[src/rtl/largest_empty_square_finder_assert.svh]
// Assertion macros used by the largest empty square finder top level.
`ifndef LARGEST_EMPTY_SQUARE_FINDER_ASSERT_SVH
`define LARGEST_EMPTY_SQUARE_FINDER_ASSERT_SVH
`ifndef NO_ASSERTIONS
// Same-cycle implication, sampled on clk_i, off during reset.
`define LESF_ASSERT_NOW(label, ante, cons) \
  label: assert property (@(posedge clk_i) disable iff (!rst_ni) (ante) |-> (cons)) \
    else $error("%m: same-cycle check failed");
// Next-cycle implication, sampled on clk_i, off during reset.
`define LESF_ASSERT_NEXT(label, ante, cons) \
  label: assert property (@(posedge clk_i) disable iff (!rst_ni) (ante) |=> (cons)) \
    else $error("%m: next-cycle check failed");
`else
`define LESF_ASSERT_NOW(label, ante, cons)
`define LESF_ASSERT_NEXT(label, ante, cons)
`endif
`endif

[src/rtl/lesf_pkg.sv]
// Shared constants and types of the largest empty square finder.
`default_nettype none
package lesf_pkg;

  localparam int MAX_WIDTH  = 1024;
  localparam int COL_W      = $clog2(MAX_WIDTH);
  localparam int VAL_W      = 11;
  localparam int WIDTH_W    = 11;
  localparam int ROW_W      = 16;
  localparam int CHAR_W     = 8;
  localparam int CFG_IDX_W  = 2;
  localparam int CFG_DATA_W = 16;
  localparam int OUT_DATA_W = 40;

  localparam logic [CFG_IDX_W-1:0] REG_GRID_WIDTH    = 2'd0;
  localparam logic [CFG_IDX_W-1:0] REG_GRID_HEIGHT   = 2'd1;
  localparam logic [CFG_IDX_W-1:0] REG_OBSTACLE_CHAR = 2'd2;

  localparam logic [WIDTH_W-1:0] WIDTH_RESET    = 11'd1;
  localparam logic [ROW_W-1:0]   HEIGHT_RESET   = 16'd1;
  localparam logic [CHAR_W-1:0]  OBSTACLE_RESET = 8'd111;

  // One cell on its way from the counters to the value stage.
  typedef struct packed {
    logic             blocked;
    logic             first;
    logic             row_end;
    logic             grid_end;
    logic [COL_W-1:0] col;
    logic [ROW_W-1:0] row;
  } cell_t;

  // Value stage status seen by the top level.
  typedef struct packed {
    logic busy;
    logic advance;
    logic grid_end;
  } core_status_t;

endpackage
`default_nettype wire

[src/rtl/lesf_dp_core.sv]
// Square value update, best-square tracking and the result register.
`default_nettype none
module lesf_dp_core (
  input  wire logic                        clk_i,
  input  wire logic                        rst_ni,
  input  wire logic                        cell_valid_i,
  input  wire lesf_pkg::cell_t             cell_i,
  input  wire logic                        accept_i,
  input  wire logic [lesf_pkg::COL_W-1:0]  rd_addr_i,
  input  wire logic [lesf_pkg::VAL_W-1:0]  rd_data_i,
  output logic                             we_o,
  output logic [lesf_pkg::COL_W-1:0]       waddr_o,
  output logic [lesf_pkg::VAL_W-1:0]       wdata_o,
  output logic                             advance_o,
  output lesf_pkg::core_status_t           status_o,
  output logic                             out_valid_o,
  input  wire logic                        out_ready_i,
  output logic                             found_o,
  output logic [lesf_pkg::ROW_W-1:0]       top_row_o,
  output logic [lesf_pkg::COL_W-1:0]       left_col_o,
  output logic [lesf_pkg::VAL_W-1:0]       side_o
);
  import lesf_pkg::*;

  logic [VAL_W-1:0] left_q, diag_q, best_size_q;
  logic [ROW_W-1:0] best_row_q;
  logic [COL_W-1:0] best_col_q;
  logic             fwd_q;
  logic [VAL_W-1:0] fwd_data_q;
  logic             out_valid_q;
  logic [VAL_W-1:0] up, m1, m2, v;
  logic [VAL_W-1:0] size_n;
  logic [ROW_W-1:0] row_n;
  logic [COL_W-1:0] col_n;
  logic             advance, found_n;

  // Pick the up value, forwarded when the read raced a write
  assign up = fwd_q ? fwd_data_q : rd_data_i;

  // Square side ending at this cell
  always_comb begin
    m1 = (up < left_q) ? up : left_q;
    m2 = (m1 < diag_q) ? m1 : diag_q;
    if (cell_i.blocked) begin
      v = '0;
    end else if (cell_i.first) begin
      v = VAL_W'(1);
    end else begin
      v = m2 + VAL_W'(1);
    end
  end

  // First strictly larger square wins
  always_comb begin
    size_n = best_size_q;
    row_n  = best_row_q;
    col_n  = best_col_q;
    if (v > best_size_q) begin
      size_n = v;
      row_n  = cell_i.row + ROW_W'(1) - ROW_W'(v);
      col_n  = cell_i.col + COL_W'(1) - v[COL_W-1:0];
    end
    found_n = (size_n != '0);
  end

  // Stall only a grid-end cell facing a full result register
  assign advance   = cell_valid_i && !(cell_i.grid_end && out_valid_q && !out_ready_i);
  assign advance_o = advance;

  assign we_o    = advance;
  assign waddr_o = cell_i.col;
  assign wdata_o = v;

  // Running values
  always_ff @(posedge clk_i or negedge rst_ni) begin
    if (!rst_ni) begin
      left_q      <= '0;
      diag_q      <= '0;
      best_size_q <= '0;
      best_row_q  <= '0;
      best_col_q  <= '0;
    end else if (advance) begin
      left_q <= cell_i.row_end ? '0 : v;
      diag_q <= cell_i.row_end ? '0 : up;
      if (cell_i.grid_end) begin
        best_size_q <= '0;
        best_row_q  <= '0;
        best_col_q  <= '0;
      end else begin
        best_size_q <= size_n;
        best_row_q  <= row_n;
        best_col_q  <= col_n;
      end
    end
  end

  // Capture forwarding for the read issued with this transfer
  always_ff @(posedge clk_i or negedge rst_ni) begin
    if (!rst_ni) begin
      fwd_q <= 1'b0;
    end else if (accept_i) begin
      fwd_q <= advance && (cell_i.col == rd_addr_i);
    end
  end

  always_ff @(posedge clk_i) begin
    if (accept_i) begin
      fwd_data_q <= v;
    end
  end

  // Result register valid
  always_ff @(posedge clk_i or negedge rst_ni) begin
    if (!rst_ni) begin
      out_valid_q <= 1'b0;
    end else if (advance && cell_i.grid_end) begin
      out_valid_q <= 1'b1;
    end else if (out_ready_i) begin
      out_valid_q <= 1'b0;
    end
  end

  // Result payload
  always_ff @(posedge clk_i) begin
    if (advance && cell_i.grid_end) begin
      found_o    <= found_n;
      top_row_o  <= found_n ? row_n : '0;
      left_col_o <= found_n ? col_n : '0;
      side_o     <= size_n;
    end
  end

  assign out_valid_o       = out_valid_q;
  assign status_o.busy     = cell_valid_i;
  assign status_o.advance  = advance;
  assign status_o.grid_end = cell_i.grid_end;

endmodule
`default_nettype wire

[config.mk]
export PLATFORM = sky130hd
export DESIGN_NAME = lesf_dp_core
export DESIGN_NICKNAME = d
export VERILOG_FILES = /design/src/rtl/largest_empty_square_finder_assert.svh /design/src/rtl/lesf_pkg.sv /design/src/rtl/lesf_dp_core.sv
export SDC_FILE = /design/constraint.sdc
export NUM_CORES = 1
export LEC_CHECK = 0
export ABC_AREA = 1
export BUFFER_PORTS_ARGS = -buffer_cell sky130_fd_sc_hd__buf_2
export CELL_PAD_IN_SITES_DETAIL_PLACEMENT = 1
export CELL_PAD_IN_SITES_GLOBAL_PLACEMENT = 1
export CORE_MARGIN = 2
export CORE_UTILIZATION = 39
export DETAILED_ROUTE_END_ITERATION = 7
export PLACE_DENSITY = 0.76
export SKIP_CTS_REPAIR_TIMING = 1
export SLEW_MARGIN = 20
export SYNTH_ARGS = -nofsm -noshare
export SYNTH_HDL_FRONTEND = slang
export SYNTH_SLANG_ARGS = --single-unit
[constraint.sdc]
create_clock -name clk_i -period 6.6 [get_ports clk_i]
set_input_delay 0 -clock clk_i [delete_from_list [all_inputs] [get_ports clk_i]]
set_output_delay 0 -clock clk_i [all_outputs]
set_load 0.01 [all_outputs]
# Word-level counts from Yosys, hierarchy flattened
# Index checks and enable logic that the tools add are counted.
# totals
ff_bits	110
input_bits	56
out_inout_bits	65
elab_cells	45
# op_classes
addsub	5
order_cmp	3
eq_ne	1
muxes	15
n_reduce_logical	9
# ops
cell	n
11-bit 2-to-1 mux	9
16-bit 2-to-1 mux	2
11-bit less-than comparator	2
10-bit 2-to-1 mux	2
16-bit by 1-bit adder with 16-bit output (second input constant)	1
16-bit by 11-bit subtractor with 16-bit output	1
11-bit by 1-bit adder with 11-bit output (second input constant)	1
11-bit > comparator	1
11-bit nonzero test	1
10-bit by 1-bit adder with 10-bit output (second input constant)	1
10-bit == test	1
10-bit subtractor	1
1-bit logical AND	5
1-bit logical NOT	2
1-bit 2-to-1 mux	2
2-bit nonzero test	1

# Longest topological paths before layout
# depth
word_depth	11
mapped_depth	53
ltp_nobuf	50

# Least setup slack after synthesis
# OpenSTA, ideal clock, no wires.
# synth_path
path_kind	register to register
startpoint	reg fwd_q
endpoint	reg top_row_o[15] (netlist bit) (data pin)
setup_time_ns	0.261
arrival_ns	6.311
required_ns	6.339
path_slack_ns	0.028
stages_incl_launch_ff	50
synth_period_minus_slack_ns	6.572
cell_sequence	dfrtp_1 -> inv_2 -> clkbuf_1 -> or2_2 -> o21ai_0 -> inv_1 -> ha_1 -> nand2_1 -> inv_1 -> nand2_1 -> nand2_1 -> a21oi_1 -> nand2_1 -> buf_2 -> o21ai_0 -> ha_1 -> a21oi_1 -> o21ai_0 -> [14 not listed] -> a21oi_1 -> o21ai_0 -> a21oi_1 -> nor2_1 -> nor2_1 -> o21bai_1 -> nand2_1 -> inv_1 -> o21ai_0 -> nand2_1 -> nand2_1 -> inv_1 -> o21ai_0 -> nand2_1 -> xor2_1 -> nand2_1 -> nand2_1 -> a21oi_1
# synth_via
elab_chain_len	11
word_cells_on_any_way	13
classes_between	add/sub (2); order compare (3); mux (7); reduce/logical (1)
# synth_rtl
element	line	rtl
from (decl)	lesf_dp_core.sv:28	logic fwd_q;
from (signal assigned)	lesf_dp_core.sv:102	fwd_q <= advance && (cell_i.col == rd_addr_i);
11-bit 2-to-1 mux *	lesf_dp_core.sv:38	assign up = fwd_q ? fwd_data_q : rd_data_i;
11-bit less-than comparator	lesf_dp_core.sv:42	m1 = (up < left_q) ? up : left_q;
11-bit 2-to-1 mux *	lesf_dp_core.sv:42	
11-bit less-than comparator	lesf_dp_core.sv:43	m2 = (m1 < diag_q) ? m1 : diag_q;
11-bit 2-to-1 mux *	lesf_dp_core.sv:43	
11-bit by 1-bit adder with 11-bit output *	lesf_dp_core.sv:49	v = m2 + VAL_W'(1);
11-bit 2-to-1 mux *	lesf_dp_core.sv:46	end else if (cell_i.first) begin
11-bit 2-to-1 mux *	lesf_dp_core.sv:44	if (cell_i.blocked) begin
named net wdata_o, one bit	lesf_dp_core.sv:13	output logic [lesf_pkg::VAL_W-1:0] wdata_o,
11-bit > comparator	lesf_dp_core.sv:58	if (v > best_size_q) begin
11-bit 2-to-1 mux	lesf_dp_core.sv:58	
11-bit nonzero test	lesf_dp_core.sv:63	found_n = (size_n != '0);
to (signal assigned)	lesf_dp_core.sv:127	top_row_o <= found_n ? row_n : '0;
to (decl)	lesf_dp_core.sv:19	output logic [lesf_pkg::ROW_W-1:0] top_row_o,
# Mark *: on every way through the listed nets, which the timed path passes. The rest lies on a longest branch.
# A chain may end at the register's enable or synchronous reset.

# Worst setup path in the final report
# layout_path
startpoint	reg fwd_q
endpoint	reg top_row_o[15] (netlist bit) (data pin)
# layout_via
elab_chain_len	11
word_cells_on_any_way	13
classes_between	add/sub (2); order compare (3); mux (7); reduce/logical (1)
# layout_rtl
element	line	rtl
11-bit 2-to-1 mux *	lesf_dp_core.sv:38	
11-bit less-than comparator	lesf_dp_core.sv:42	
11-bit 2-to-1 mux *	lesf_dp_core.sv:42	
11-bit less-than comparator	lesf_dp_core.sv:43	
11-bit 2-to-1 mux *	lesf_dp_core.sv:43	
11-bit by 1-bit adder with 11-bit output *	lesf_dp_core.sv:49	
11-bit 2-to-1 mux *	lesf_dp_core.sv:46	
11-bit 2-to-1 mux *	lesf_dp_core.sv:44	
11-bit > comparator	lesf_dp_core.sv:58	
11-bit 2-to-1 mux *	lesf_dp_core.sv:58	
named net size_n[0]	lesf_dp_core.sv:32	logic [VAL_W-1:0] size_n;
11-bit nonzero test *	lesf_dp_core.sv:63	
# Marks and branches as above.

==> run_results.csv <==
group,metric,value,unit
run_status,status,"finished, violations left",
run_status,violations,"setup timing",
pwr,swShare,45.3,%
sta,worstMarginPinSlew,1.17,ns
sta,whs,0.00233,ns
worst_setup_path,rrSetupSlack,-0.13,ns
synthesis,synth_top_flop_cell,"dfrtp_1",
synthesis,syn_nets,991,
floorplan,core_area,18600,µm²
synthesis,netlist_area,7360,µm²
synthesis,synth_top_area_share,20.7,%
route,drt-vias-per-instance,5.48,
flow_run,maxCapViolations,0,
pwr,power_density,450,nW/µm²
worst_setup_path,start_kind,"flop",
sta,finalSetupTns,-2.80,ns
synthesis,synth_edf_count,49,
synthesis,synth_top_family_by_area,"simple AND/OR/NAND/NOR gates",
placed_design,place_congestion,0.858,
floorplan,die_w,141,µm
synthesis,ys_seq_area_share,40.7,%
floorplan,rows,50,
min_path,hold_class,"primary input to flop",
route,wirelength,27.4,mm
cts,cts_tree,"done",
route,drc,0,
route,drtIter0Drc,291,
worst_setup_path,cp.arrival,6.86,ns
layout,fillCellCount,2175,
global_routing,grt_max_degree,62,
worst_setup_path,reg2reg_depth,43,
pwr,p_comb_share,62.3,%
worst_setup_path,crit_slowest_cell,"dfrtp_2",
cts,cts_root_buf,"clkbuf_16",
global_routing,antenna_found_initial,0,
pwr,p_seq_share,23.5,%
pwr,power_leakage,0.00465,µW
sta,setup_viol,28,
global_routing,grt_pass1_wl,36.0,mm
global_routing,grt.overflow.total,0,
synthesis,ys_types,41,
pwr,netSwitchingPower,2030,µW
synthesis,syn_inst,859,
pwr,p_clk_share,14.2,%
sta,finalCritPeriodShare,102,%
route,num_vias,6989,
placed_design,dp_hpwl,16.9,mm
cts,htreeDepth,3,
synthesis,synth.avg_cell_area,8.57,µm²
worst_setup_path,endpoint_kind,"flop",
synthesis,yosysTopAreaCell,"dfrtp_1",
synthesis,synthXorXnorAreaFrac,2.62,%
synthesis,synth_common_cells,"165 x nand2_1, 126 x inv_1, 76 x o21ai_0",
floorplan,ios,121,
worst_setup_path,crit_top_cell,"nand2_2",
layout,final_util,53.4,%
synthesis,synth_compound_area_share,15.0,%
sta,relSlewSlack,21.4,%
worst_setup_path,max_stage_delay,0.43,ns
synthesis,yosys-top-cells-area,"dfrtp_1 21%, edfxtp_1 20%, ha_1 13%",
pwr,peakVddDrop,0.445,mV
route,wl_per_cell,21.5,µm
route,ant_nets,0,
cts,cts.sinks,110,
sta,fin_crit,6.73,ns
floorplan,die_y,141,µm
synthesis,yosysWarnings,0,
layout,areaGrowthSynthToFinish,35.1,%
layout,drive_above_1_share,40.4,%
layout,fin_area,9950,µm²
sta,max_freq,149,MHz
sta,setup_ws,-0.131,ns
placed_design,io_buffers,120,
sta,fin_skew,0.0159,ns
synthesis,synthAdderAreaFrac,13.1,%
min_path,holdPathStages,4,
cts,clock_path_buffers,2,
layout,n_antenna_cell,0,
worst_setup_path,crit_type,"flop to flop",
synthesis,async_flop_share,55.5,%
worst_setup_path,worstPathMaxFanout,12,
sta,grt_setup_unrepaired,"yes",
global_routing,grt_pass1_vias,6891,
placed_design,place_area,8370,µm²
floorplan,design.die.area,20000,µm²
sta,hold_viol,0,
synthesis,synth-seq-cells,110,
cts,clk_pin_slew_worst_paths,0.08,ns
global_routing,grt_usage,23.2,%
cts,worstSkewPairLatency,0.38,ns
floorplan,start_util,39.5,%
worst_setup_path,critPathRequiredTime,6.73,ns
route,first_pass_iters,5,
sta,slew_violations,0,
cts,numCtsBuffers,9,
synthesis,post-synth-top-count-cell,"nand2_1",
pwr,p_int,2450,µW
layout,nets,1168,
synthesis,synthSimpleGateAreaFrac,18.1,%
synthesis,muxShareOfSynthArea,0.272,%
## placed cells by master, fill, tap and decap left out, types with 15 or more instances in the layout
cell and instances:
a21oi_1 28, a21oi_2 37, buf_2 121, buf_4 66, clkbuf_16 15, dfrtp_1 60
edfxtp_1 49, ha_1 53, ha_4 18, inv_1 116, nand2_1 134, nand2_2 34
nand3_1 22, nor2_1 23, o21ai_0 42, o21ai_2 21, o22ai_1 37
## registers in the layout, indices dropped and copies added (netlist names)
signal	cells
best_col_q	10
best_row_q	16
best_size_q	11
diag_q	11
found_o	1
fwd_data_q	11
fwd_q	1
left_col_o	10
left_q	11
out_valid_o	1
side_o	11
top_row_o	16
## cells by family (layout without fill, tap and decap cells)
group	Yosys count	in the layout
simple gates	286	286
compound gates	191	191
mux	2	2
flops	110	110
buf+inv	172	354
xor+xnor	22	22
fa+ha+maj	76	76
## metrics by stage
step	cells	setup WS, ns	total power, µW
floorplan	859	0.0279	2430
global placement	1216	-0.139	2950
detailed placement	1216	-0.521	3020
CTS	1232	-0.621	3680
global route	1275	-0.585	4700
finish	1275	-0.131	4470
## area by class of cell
class | instances | area, µm² | area share [%]
Clock buffer | 9 | 225 | 2.26
Clock inverter | 7 | 114 | 1.14
Inverter | 129 | 497 | 4.99
Multi-Input combinational cell | 577 | 4370 | 43.9
Sequential cell | 110 | 3000 | 30.2
Tap cell | 234 | 293 | 2.94
Timing Repair Buffer | 208 | 1450 | 14.5
Timing Repair inverter | 1 | 7.51 | 0.0755
## worst max-delay path: cells and delay by family, from the launching register on
kind / cells / cell delay [ns]
buffers and inverters: 7 / 1.12
AND/OR/NAND/NOR: 26 / 3.26
flip-flops: 1 / 0.43
AO/OA/AOI/OAI: 7 / 0.97
adder cells (fa/ha/maj): 3 / 0.68
## power by group through the flow
stage	combinational, µW	sequential [µW]	clock [µW]
6_report	2790	1050	636
5_1_grt	2960	1070	666
4_1_cts	1990	1050	646
3_5_place_dp	1970	1060	0
3_3_place_gp	1900	1050	0
2_1_floorplan	1340	1090	0
## per-layer routing
metal / vias up / wire length, µm / track usage, %
li1: 3215 / - / -
met1: 3537 / 11200 / 29.5
met2: 181 / 14300 / 40.1
met3: 56 / 1080 / 3.54
met4: 0 / 867 / 8.37
met5: - / 0 / 0
## worst paths after layout
| path | start | end |
|---|---|---|
| max reg2reg | fwd_q | top_row_o[15] |
| max | fwd_q | top_row_o[15] |
| max in group asynchronous | rst_ni | fwd_q |
| min | rd_addr_i[9] | fwd_q |
| min in group asynchronous | rst_ni | fwd_q |
| min reg2reg | best_row_q[15] | best_row_q[15] |
Power figures use the tool's default switching activity.
