$ cat config.mk
export PLATFORM = sky130hd
export DESIGN_NAME = lesf_scan_ctrl
export DESIGN_NICKNAME = d
export VERILOG_FILES = /design/src/rtl/largest_empty_square_finder_assert.svh /design/src/rtl/lesf_pkg.sv /design/src/rtl/lesf_scan_ctrl.sv
export SDC_FILE = /design/constraint.sdc
export NUM_CORES = 1
export LEC_CHECK = 0
export ABC_CLOCK_PERIOD_IN_PS = 4100
export BUFFER_PORTS_ARGS = -buffer_cell sky130_fd_sc_hd__buf_2
export CAP_MARGIN = 10
export CORE_ASPECT_RATIO = 1.4
export CORE_MARGIN = 3
export CORE_UTILIZATION = 49
export CTS_CLUSTER_SIZE = 20
export DETAILED_ROUTE_END_ITERATION = 6
export PLACE_DENSITY = 0.8
export SLEW_MARGIN = 25
export SYNTH_ARGS = -nofsm -noshare
export SYNTH_HDL_FRONTEND = slang
export SYNTH_SLANG_ARGS = --single-unit
export TNS_END_PERCENT = 5
$ cat constraint.sdc
create_clock -name clk_i -period 4.1 [get_ports clk_i]
set_input_delay 0.615 -clock clk_i [delete_from_list [all_inputs] [get_ports clk_i]]
set_output_delay 0.615 -clock clk_i [all_outputs]
set_load 0.05 [all_outputs]
$ cat src/rtl/largest_empty_square_finder_assert.svh
// Assertion macros used by the largest empty square finder top level.
`ifndef LARGEST_EMPTY_SQUARE_FINDER_ASSERT_SVH
`define LARGEST_EMPTY_SQUARE_FINDER_ASSERT_SVH
`ifndef NO_ASSERTIONS
// Same-cycle implication, sampled on clk_i, off during reset.
`define LESF_ASSERT_NOW(label, ante, cons) \
  label: assert property (@(posedge clk_i) disable iff (!rst_ni) (ante) |-> (cons)) \
    else $error("%m: same-cycle check failed");
// Next-cycle implication, sampled on clk_i, off during reset.
`define LESF_ASSERT_NEXT(label, ante, cons) \
  label: assert property (@(posedge clk_i) disable iff (!rst_ni) (ante) |=> (cons)) \
    else $error("%m: next-cycle check failed");
`else
`define LESF_ASSERT_NOW(label, ante, cons)
`define LESF_ASSERT_NEXT(label, ante, cons)
`endif
`endif

$ cat src/rtl/lesf_pkg.sv
// Shared constants and types of the largest empty square finder.
`default_nettype none
package lesf_pkg;

  localparam int MAX_WIDTH  = 1024;
  localparam int COL_W      = $clog2(MAX_WIDTH);
  localparam int VAL_W      = 11;
  localparam int WIDTH_W    = 11;
  localparam int ROW_W      = 16;
  localparam int CHAR_W     = 8;
  localparam int CFG_IDX_W  = 2;
  localparam int CFG_DATA_W = 16;
  localparam int OUT_DATA_W = 40;

  localparam logic [CFG_IDX_W-1:0] REG_GRID_WIDTH    = 2'd0;
  localparam logic [CFG_IDX_W-1:0] REG_GRID_HEIGHT   = 2'd1;
  localparam logic [CFG_IDX_W-1:0] REG_OBSTACLE_CHAR = 2'd2;

  localparam logic [WIDTH_W-1:0] WIDTH_RESET    = 11'd1;
  localparam logic [ROW_W-1:0]   HEIGHT_RESET   = 16'd1;
  localparam logic [CHAR_W-1:0]  OBSTACLE_RESET = 8'd111;

  // One cell on its way from the counters to the value stage.
  typedef struct packed {
    logic             blocked;
    logic             first;
    logic             row_end;
    logic             grid_end;
    logic [COL_W-1:0] col;
    logic [ROW_W-1:0] row;
  } cell_t;

  // Value stage status seen by the top level.
  typedef struct packed {
    logic busy;
    logic advance;
    logic grid_end;
  } core_status_t;

endpackage
`default_nettype wire

$ cat src/rtl/lesf_scan_ctrl.sv
// Configuration registers, raster counters and the cell stage register.
`default_nettype none
module lesf_scan_ctrl (
  input  wire logic                            clk_i,
  input  wire logic                            rst_ni,
  input  wire logic                            cfg_valid_i,
  output logic                                 cfg_ready_o,
  input  wire logic [lesf_pkg::CFG_IDX_W-1:0]  cfg_index_i,
  input  wire logic [lesf_pkg::CFG_DATA_W-1:0] cfg_data_i,
  input  wire logic                            in_valid_i,
  output logic                                 in_ready_o,
  input  wire logic [lesf_pkg::CHAR_W-1:0]     cell_char_i,
  input  wire logic                            advance_i,
  output logic                                 accept_o,
  output logic [lesf_pkg::COL_W-1:0]           rd_addr_o,
  output logic                                 cell_valid_o,
  output lesf_pkg::cell_t                      cell_o
);
  import lesf_pkg::*;

  logic [WIDTH_W-1:0] width_q;
  logic [ROW_W-1:0]   height_q;
  logic [CHAR_W-1:0]  obst_q;
  logic [COL_W-1:0]   col_q, col_d;
  logic [ROW_W-1:0]   row_q, row_d;
  logic               cell_valid_q, cell_valid_d;
  cell_t              cell_q, cell_d;
  logic [WIDTH_W-1:0] eff_width;
  logic [ROW_W-1:0]   eff_height;
  logic               accept;

  assign cfg_ready_o = 1'b1;

  // Configuration writes
  always_ff @(posedge clk_i or negedge rst_ni) begin
    if (!rst_ni) begin
      width_q  <= WIDTH_RESET;
      height_q <= HEIGHT_RESET;
      obst_q   <= OBSTACLE_RESET;
    end else if (cfg_valid_i) begin
      case (cfg_index_i)
        REG_GRID_WIDTH:    width_q  <= cfg_data_i[WIDTH_W-1:0];
        REG_GRID_HEIGHT:   height_q <= cfg_data_i[ROW_W-1:0];
        REG_OBSTACLE_CHAR: obst_q   <= cfg_data_i[CHAR_W-1:0];
        default:           ;
      endcase
    end
  end

  // Clamp the geometry
  always_comb begin
    eff_width = width_q;
    if (width_q == '0) begin
      eff_width = WIDTH_W'(1);
    end else if (32'(width_q) > MAX_WIDTH) begin
      eff_width = WIDTH_W'(MAX_WIDTH);
    end
    eff_height = (height_q == '0) ? ROW_W'(1) : height_q;
  end

  assign in_ready_o = !cell_valid_q || advance_i;
  assign accept     = in_valid_i && in_ready_o;
  assign accept_o   = accept;
  assign rd_addr_o  = col_q;

  // Classify the incoming cell and advance the raster counters
  always_comb begin
    cell_d.blocked  = (cell_char_i == obst_q);
    cell_d.first    = (row_q == '0) || (col_q == '0);
    cell_d.row_end  = ((WIDTH_W'(col_q) + WIDTH_W'(1)) >= eff_width);
    cell_d.grid_end = cell_d.row_end &&
                      (({1'b0, row_q} + 17'd1) >= {1'b0, eff_height});
    cell_d.col      = col_q;
    cell_d.row      = row_q;
    col_d = col_q;
    row_d = row_q;
    if (accept) begin
      if (cell_d.grid_end) begin
        col_d = '0;
        row_d = '0;
      end else if (cell_d.row_end) begin
        col_d = '0;
        row_d = row_q + ROW_W'(1);
      end else begin
        col_d = col_q + COL_W'(1);
      end
    end
    if (accept) begin
      cell_valid_d = 1'b1;
    end else if (advance_i) begin
      cell_valid_d = 1'b0;
    end else begin
      cell_valid_d = cell_valid_q;
    end
  end

  always_ff @(posedge clk_i or negedge rst_ni) begin
    if (!rst_ni) begin
      col_q        <= '0;
      row_q        <= '0;
      cell_valid_q <= 1'b0;
    end else begin
      col_q        <= col_d;
      row_q        <= row_d;
      cell_valid_q <= cell_valid_d;
    end
  end

  // Hold the cell for the value stage
  always_ff @(posedge clk_i) begin
    if (accept) begin
      cell_q <= cell_d;
    end
  end

  assign cell_valid_o = cell_valid_q;
  assign cell_o       = cell_q;

endmodule
`default_nettype wire

; ---- After elaboration in Yosys (flattened, before gate mapping)
; Index checks and enable logic that the tools add are counted.
[word_totals]
inputBits = 31
reg_bits = 92
latch_bits = 0
rom_bits = 0
ramBits = 0
mem_count = 0
[classes]
div = 0
magnitude_cmp = 3
addsub = 4
n_eq_ne = 3
shifts = 0
muxes = 9
reduce_logical = 16
multipliers = 0
bitwise = 0
[op_table]
columns = cell, count
row1 = 2-to-1 mux 16 bit, 3
row2 = zero test 16 bit, 2
row3 = 2-to-1 mux 11 bit, 2
row4 = 2-to-1 mux 10 bit, 2
row5 = adder 16 x 1 -> 17 bit (second input constant), 1
row6 = >= comparator 17 x 16 -> 1 bit, 1
row7 = adder 16 x 1 -> 16 bit (second input constant), 1
row8 = adder 10 x 1 -> 11 bit (second input constant), 1
row9 = >= comparator 11 bit, 1
row10 = greater-than comparator 11 bit (second input constant), 1
row11 = zero test 11 bit, 1
row12 = adder 10 x 1 -> 10 bit (second input constant), 1
row13 = zero test 10 bit, 1
row14 = == test 8 bit, 1
row15 = AND reduction 2 bit, 4
row16 = nonzero test 2 bit, 2
row17 = == test 2 x 1 -> 1 bit (second input constant), 1
row18 = == test 2 bit (second input constant), 1
row19 = logical AND 1 bit, 2
row20 = zero test 2 bit, 1
row21 = logical OR 1 bit, 2
row22 = 2-to-1 mux 1 bit, 2
row23 = zero test 1 bit, 1

; ---- Depth between registers and ports, before layout
; Gate-level depths: netlist (run 1).
[depth]
word_depth = 7
ltp_mapped = 15

; ---- Worst setup path before layout (run 1)
; Ideal clock, no wire load.
[synth_path]
kind = register -> register
from = register cell_valid_q (netlist: cell_valid_o)
to = register row_q[11]
slack_ns = 0.620
required_time_ns = 4.024
synth_period_minus_slack_ns = 3.480
path_stages_with_launch = 9
setup_ns = 0.076
t_arrival_ns = 3.403
path_cell_list = dfrtp_1 -> nand2b_1 -> nand2_1 -> buf_2 -> clkinv_1 -> o21ai_1 -> buf_2 -> a2bb2oi_1 -> o21ai_1
[synth_between]
elab_chain_len = 4
[synth_lines]
columns = item, line_no
row1 = "start, declared", lesf_scan_ctrl.sv:26  ; logic cell_valid_q, cell_valid_d;
row2 = "start signal, assigned", lesf_scan_ctrl.sv:105  ; cell_valid_q <= cell_valid_d;
row3 = zero test 1 bit, lesf_scan_ctrl.sv:61  ; assign in_ready_o = !cell_valid_q || advance_i;
row4 = logical OR 1 bit, lesf_scan_ctrl.sv:61
row5 = named net in_ready_o, lesf_scan_ctrl.sv:11  ; output logic in_ready_o,
row6 = logical AND 1 bit, lesf_scan_ctrl.sv:62  ; assign accept = in_valid_i && in_ready_o;
row7 = named net accept_o, lesf_scan_ctrl.sv:14  ; output logic accept_o,
row8 = AND reduction 2 bit (no line), n/a
row9 = "end signal, assigned", lesf_scan_ctrl.sv:104  ; row_q <= row_d;
row10 = "end, declared", lesf_scan_ctrl.sv:25  ; logic [ROW_W-1:0] row_q, row_d;
; The timed path passes the listed nets, and every way through them passes these cells.
; A chain may end at the register's enable or synchronous reset.

; ---- Final worst setup path (run 1)
[layout_path]
from = register row_q[0]
to = register row_q[14]
[layout_between]
elab_chain_len = 5
elab_cells_between_ends = 8
classes_between = add/sub: 2 / order compare: 1 / mux: 2 / reduce/logical: 3
[layout_lines]
columns = item, line_no
row1 = adder 16 x 1 -> 17 bit, lesf_scan_ctrl.sv:72  ; (({1'b0, row_q} + 17'd1) >= {1'b0, eff_height});
row2 = >= comparator 17 x 16 -> 1 bit, lesf_scan_ctrl.sv:72
row3 = logical AND 1 bit, lesf_scan_ctrl.sv:71  ; cell_d.grid_end = cell_d.row_end &&
row4 = nonzero test 2 bit (no line), n/a
row5 = AND reduction 2 bit (no line), n/a
; Several ways; a longest one is shown, not always the timed one. The select of a mux whose other input is x is not followed.

==> results of run 1 <==
[routing by layer]
layer | up-vias | share of wire (%) | GRT usage [%]
li1 | 1680 | - | -
met1 | 1650 | 42 | 22.1
met2 | 109 | 50 | 32.1
met3 | 16 | 5.0 | 3.50
met4 | 0 | 2.6 | 7.46
met5 | - | 0 | 0
[cell usage in the layout, fill, tap and decap left out, types with 2 or more instances in the layout]
cell type / instances
a211oi_1: 2
a21o_1: 3
a21oi_1: 5
a2bb2oi_1: 3
and3_1: 7
buf_2: 73
buf_4: 4
clkbuf_16: 9
clkinv_2: 2
dfrtp_1: 54
dfstp_2: 8
edfxtp_1: 30
ha_1: 31
inv_1: 24
inv_6: 2
mux2_2: 33
nand2_1: 45
nand2b_1: 8
nand3_1: 12
nand3_2: 2
nand3b_1: 4
nand4_1: 9
nor2_1: 12
nor3_1: 7
nor4_1: 10
o2111ai_1: 2
o21a_1: 2
o21ai_0: 18
o21ai_1: 7
o21bai_1: 2
o22ai_1: 2
o2bb2ai_1: 4
o31ai_1: 2
or2_2: 2
or3_1: 2
xnor2_1: 20
xor2_1: 8
[metrics by stage]
stage	cells	power, mW	area [um^2]	hold slack [ns]
floorplan	430	2.09	4940	0.319
global placement	615	2.26	5330	0.502
detailed placement	615	2.30	5330	0.521
CTS	631	3.08	5600	0.332
global route	631	3.24	5600	0.373
finish	631	3.05	5600	0.322
[report_power, final]
group / switching, mW / internal (mW)
Sequential: 0.178 / 1.14
Combinational: 0.602 / 0.369
Clock: 0.353 / 0.417
Total: 1.13 / 1.92
[path summary, 6_finish.rpt]
| check | startpoint | end | slack [ns] |
|---|---|---|---|
| max in group asynchronous | rst_ni | obst_q[5] | 2.85 |
| worst max-delay path | row_q[0] | row_q[14] | 0.66 |
| worst min-delay path | rst_ni | rd_addr_o[6] | 0.32 |
| min in group clk_i | in_valid_i | cell_valid_o | 0.49 |
| worst min register to register | height_q[9] | height_q[9] | 0.53 |
| worst max register to register | row_q[0] | row_q[14] | 0.66 |
[cell type report]
cell class	instances	area (um^2)	area share [%]
clock inverter	6	46.3	0.826
clock buffer	10	229	4.09
timing repair buffer	77	395	7.06
sequential	92	2460	43.9
multi-input combinational	289	2210	39.5
inverter	25	93.8	1.67
tap	132	165	2.95
[flip-flops by register name (all words and copies together) (netlist names)]
register and cells:
rd_addr_o 10, cell_valid_o 1, width_q 11, row_q 16, height_q 16, cell_o 30, obst_q 8
[worst max-delay path, cell delays in order, from the launching register on]
cell	delay, ns
dfrtp_1	0.47
ha_1	0.31
nand3_4	0.16
nor2_1	0.16
nand2_1	0.14
nor2_1	0.17
xnor2_1	0.16
inv_1	0.07
ha_1	0.30
nand4_1	0.18
o311ai_4	0.77
nand2b_4	0.34
o2bb2ai_1	0.09
[cell families after synthesis]
| group | count (synthesis) |
|---|---|
| AND/OR/NAND/NOR | 129 |
| flip-flops | 92 |
| AO/OA/AOI/OAI | 67 |
| buffers and inverters | 49 |
| multiplexers | 33 |
| adder cells (fa/ha/maj) | 31 |
| XOR/XNOR | 28 |
| other | 1 |
==> results.md, run 1 <==
- Status: complete, no violations
- Initial Util: 51.1%
- Max Slew Vio Count: 0
- Grt total ovfl: 0
- First-pass GRT wire length: 16,600 um
- DR pass1 iterations: 4
- Setup Fix Bufs, Post-CTS: 0
- Routed WL: 9960 um
- Sequential area share after synthesis: 49.8%
- Vias per cell: 5.48
- Synth-to-Final Area Change: 13.4%
- Ys Warns: 0
- MaxCap Viol Count: 0
- Die Ht: 125 um
- R2R cell count: 12
- Achievable Freq: 291 MHz
- Area contributors post-synth: dfrtp_1 27%, edfxtp_1 18%, ha_1 7.8%
- Largest net degree at the start of global routing: 39
- Critical path arrival: 3.66 ns
- Final design utilization: 58.0%
- Final setup fails: 0
- Yosys top cell by area: dfrtp_1
- Netlist cell types: 63
- Die ar.: 0.0113 mm^2
- Critical Path Sink Type: flop
- Clock Pin Slew Worst Setup and Hold Paths: about 0.070 ns
- Worst setup margin: between 0.6 and 0.7 ns
- Worst-margin pin slew: 0.816 ns
- Xor/xnor share of the synthesized area: 4.96%
- RD Place Congestion: 0.870
- Fin crit share: a little over four fifths
- Avg Inst Size Synth: 11.5 um^2
- CTS H-tree lvls: 3
- Top-count cell post-synth: dfrtp_1
- PD cells: about 550 mW/mm^2
- Ant diodes: 0
- Share of layout cells above drive strength 1: ~30%
- Most instantiated cells after synthesis: 54 x dfrtp_1, 45 x nand2_1, 33 x mux2_2
- Data required, critical path: 4.32 ns
- Mapped Cells: 430
- Pleak: 2.49 nW
- Netlist area before placement: around 0.0049 mm^2
- CTS sink count: 92
- Post-synth top flop: dfrtp_1
- Hold-fix buffers, CTS: 0
- Worst slew margin: 45.2%
- Worst skew pair latency: roughly 0.35 ns
- TritonCTS clock tree: built
- Post-synth ARST share: between 60% and 70%
- Largest family of logic cells by synthesized area: simple AND/OR/NAND/NOR gates
- Worst Path Class, Setup: flop to flop
- Detailed Place HPWL: roughly 7500 um
- RSZ-0062 raised after global routing: no
- DRT iter0 DRCs: 161
- Io pins: 75
- Row count: 42
- Post-synthesis compound-gate area fraction: 10.2%
- Remaining DRCs: 0
- CP max FO: 19
- Port bufs: 73
- Final Hold Viols: 0
- Vias: approximately 3,500
- Detail Route Antenna Nets: 0
- All-Layer GR Usage: 18.4%
- TritonCTS buffer count: 9
- Flops & latches, synth: just over 90
- Avg WL per Cell: 15.8 um
- Synth Area in Simple Gates: 14.2%
- CP startpoint kind: flop
- Initial antenna violation count: 0
- Clock root cell: clkbuf_16
- Synth Net Count: a little under 500
- Core area: 0.00967 mm^2
- Hold Crit Class: input port to async pin
- Fill cell count: 852
- Post-Synth Adder-Cell Area: 7.85%
- Die W: 90.9 um
- Place WS: 0.715 ns
- Multiplexer share of the synthesized area: 7.52%
- EDFF count, synth: 30
- Setup TNS: 0 ns
- Top-area cell type share of the netlist area: 27.3%
- CTS max path bufs: 2
- Resize count post-CTS: 0
- Max VDD drop: slightly above 0.0003 V
- Vias in the first global route: 3,417
- # nets final: 556
- Crit path time final: 3.44 ns
- Clock Skew: 0.0123 ns
(Power assumes the default switching activity.)
==> run 2, diff against run 1 <==
--- a/config.mk
+++ b/config.mk
@@ -5,7 +5,7 @@
 export SDC_FILE = /design/constraint.sdc
 export NUM_CORES = 1
 export LEC_CHECK = 0
-export ABC_CLOCK_PERIOD_IN_PS = 4100
+export ABC_CLOCK_PERIOD_IN_PS = 2900
 export BUFFER_PORTS_ARGS = -buffer_cell sky130_fd_sc_hd__buf_2
 export CAP_MARGIN = 10
 export CORE_ASPECT_RATIO = 1.4
@@ -13,7 +13,7 @@
 export CORE_UTILIZATION = 49
 export CTS_CLUSTER_SIZE = 20
 export DETAILED_ROUTE_END_ITERATION = 6
-export PLACE_DENSITY = 0.8
+export PLACE_DENSITY = 0.83
 export SLEW_MARGIN = 25
 export SYNTH_ARGS = -nofsm -noshare
 export SYNTH_HDL_FRONTEND = slang
==> constraint.sdc (replaced) <==
create_clock -name clk_i -period 2.9 [get_ports clk_i]
set_input_delay 0.435 -clock clk_i [delete_from_list [all_inputs] [get_ports clk_i]]
set_output_delay 0.435 -clock clk_i [all_outputs]
set_load 0.05 [all_outputs]
==> run 2 against run 1 <==
Net effect: the flow now finishes with violations (negative setup slack); global-route usage is 2.2 points higher; utilization is 7.3 points higher; maximum frequency is 17% higher; worst hold slack worse by 0.071 ns; setup slack worse by 0.69 ns; clock-buffer cell count is 1 higher; critical path depth is 3 higher; power is 62% higher; sequential cell count stayed put; first-iteration DRC count is 110% higher.
==> results.md, run 2 (same netlist as run 1, synthesis figures left out) <==
- Status: finished with violations
- Failing checks: negative setup slack
- Initial antenna violation count: 0
- All-Layer GR Usage: around 21%
- Final setup fails: 5
- Clock Skew: 0.00615 ns
- CP max FO: 7
- Clock root cell: clkbuf_16
- Crit path time final: 2.93 ns
- Vias: 3,802
- Fill cell count: 747
- Hold Crit Class: input port to async pin
- Dpl cells: 666
- Crit-path most repeated cell: buf_4
- Max VDD drop: 0.000439 V
- PD cells: between 700 and 800 mW/mm^2
- Grt total ovfl: 0
- Largest net degree at the start of global routing: 63
- Most common cell after layout, fill and taps aside: buf_2
- Hold-fix buffers, CTS: 0
- Final Hold Viols: 0
- Initial Util: around half
- Slowest stage delay, CP: 0.42 ns
- Non-Filler Instances: about 700
- Pleak: roughly 2.9 nW
- Finished Cell Area: 0.00631 mm^2
- Detailed Place HPWL: 8070 um
- Core area: 0.00967 mm^2
- Worst skew pair latency: 0.34 ns
- Critical path's top delay family: compound AO/OA/AOI/OAI gates
- Worst path cell trace: ha_4, nand3_4, nor2_4, nand2_2, xnor2_2, ha_1, nand4_1, buf_4, inv_1, a2111oi_4, buf_4, o311ai_4, buf_4, a2bb2oi_2, o31ai_2
- Synth-to-Final Area Change: 27.7%
- Ant diodes: 0
- Routed WL: about 12,000 um
- Worst slew margin: 46.1%
- RD Place Congestion: 0.892
- Port bufs: 73
- Area of placed instances: 0.00574 mm^2
- CTS sink count: 92
- Max reg flops: 30
- Remaining DRCs: 0
- Worst Path Class, Setup: flop to flop
- DR pass1 iterations: 6
- Vias per cell: ~5.5
- Worst-margin pin slew: 0.809 ns
- Critical path arrival: 3.15 ns
- CTS max path bufs: 2
- CTS H-tree lvls: 3
- CP startpoint kind: flop
- Clock Pin Slew Worst Setup and Hold Paths: 0.06 ns
- Max Slew Vio Count: 0
- Achievable Freq: 342 MHz
- DRT iter0 DRCs: between 300 and 400
- Worst setup margin: -0.0261 ns
- Critical Path Sink Type: flop
- Die Ht: 125 um
- WHS: 0.251 ns
- Avg WL per Cell: 16.6 um
- Buf/Inv on CP: 4
- Die ar.: 0.0113 mm^2
- Most frequent cells in the layout: 73 x buf_2, 62 x buf_4, 53 x dfrtp_1
- RSZ-0062 raised after global routing: yes
- Io pins: 75
- Vias in the first global route: 3,708
- TritonCTS clock tree: built
- Die W: between 90 and 100 um
- MaxCap Viol Count: 0
- Row count: 42
- Critical path's slowest cell: o311ai_4
- Overall power: 4.94 mW
- Detail Route Antenna Nets: 0
- Data required, critical path: between 3 and 4 ns
- Share of layout cells above drive strength 1: 41.2%
- Fin crit share: 101%
- TritonCTS buffer count: 9
- First-pass GRT wire length: 18,500 um
- # nets final: 618
-- run 2: cell count changes in the layout (fill, tap and decap cells not counted), sizes merged --
cell      previous run  this run
clkinv               3         2
buf                 77       138
clkinvlp             1         0
o311ai               1         2
clkbuf              10        11
bufinv               0         1
-- run 2: cell type report --
cell class	count	area [um^2]	area share [%]
timing repair buffer	138	873	13.8
tap	132	165	2.62
clock inverter	5	67.6	1.07
multi-input combinational	290	2410	38.1
inverter	25	95.1	1.51
sequential	92	2460	39.0
clock buffer	11	243	3.84
-- run 2: what timing repair did --
| action | CTS | global route |
|---|---|---|
| setup endpoints to repair | 17 | 27 |
| pin swaps | 11 | 8 |
| resized for setup | 8 | 25 |
| buffers inserted | 10 | 0 |
| gates cloned | 1 | 0 |
-- run 2: path summary, 6_finish.rpt --
path | slack [ns] | cells after the start | from | end
worst max register to register | -0.03 | 15 | row_q[1] | row_q[4]
max in group asynchronous | 2.07 | 2 | rst_ni | row_q[0]
min in group clk_i | 0.29 | 2 | in_valid_i | cell_valid_o
worst min-delay path | 0.25 | 2 | rst_ni | rd_addr_o[6]
worst max-delay path | -0.03 | 15 | row_q[1] | row_q[4]
worst min register to register | 0.53 | 1 | obst_q[4] | obst_q[4]
-- run 2: layer usage --
metal | part of all wire [%] | vias up | track usage (%) | wire [um]
li1 | - | 1800 | - | -
met1 | 41 | 1814 | 25.7 | 4700
met2 | 50 | 142 | 34.0 | 5710
met3 | 4.9 | 46 | 3.44 | 563
met4 | 4.6 | 0 | 10.7 | 529
met5 | 0 | - | 0 | 0
-- run 2: report_power, final --
part | leakage (nW) | switching [mW] | total [mW] | internal, mW
logic | 1.69 | 1.14 | 1.96 | 0.823
clock network | 0.153 | 0.496 | 1.20 | 0.705
registers | 1.02 | 0.166 | 1.77 | 1.61
total | 2.86 | 1.80 | 4.94 | 3.14
-- run 2: through the flow --
stage          setup TNS, ns  worst slack, ns  utilization (%)
2_1_floorplan              0           0.0110                -
3_3_place_gp          -0.138          -0.0378             59.3
3_5_place_dp           -2.70           -0.215             59.3
4_1_cts              -0.0257          -0.0257             64.1
5_1_grt                -2.18           -0.214             65.3
6_report             -0.0688          -0.0261             65.3
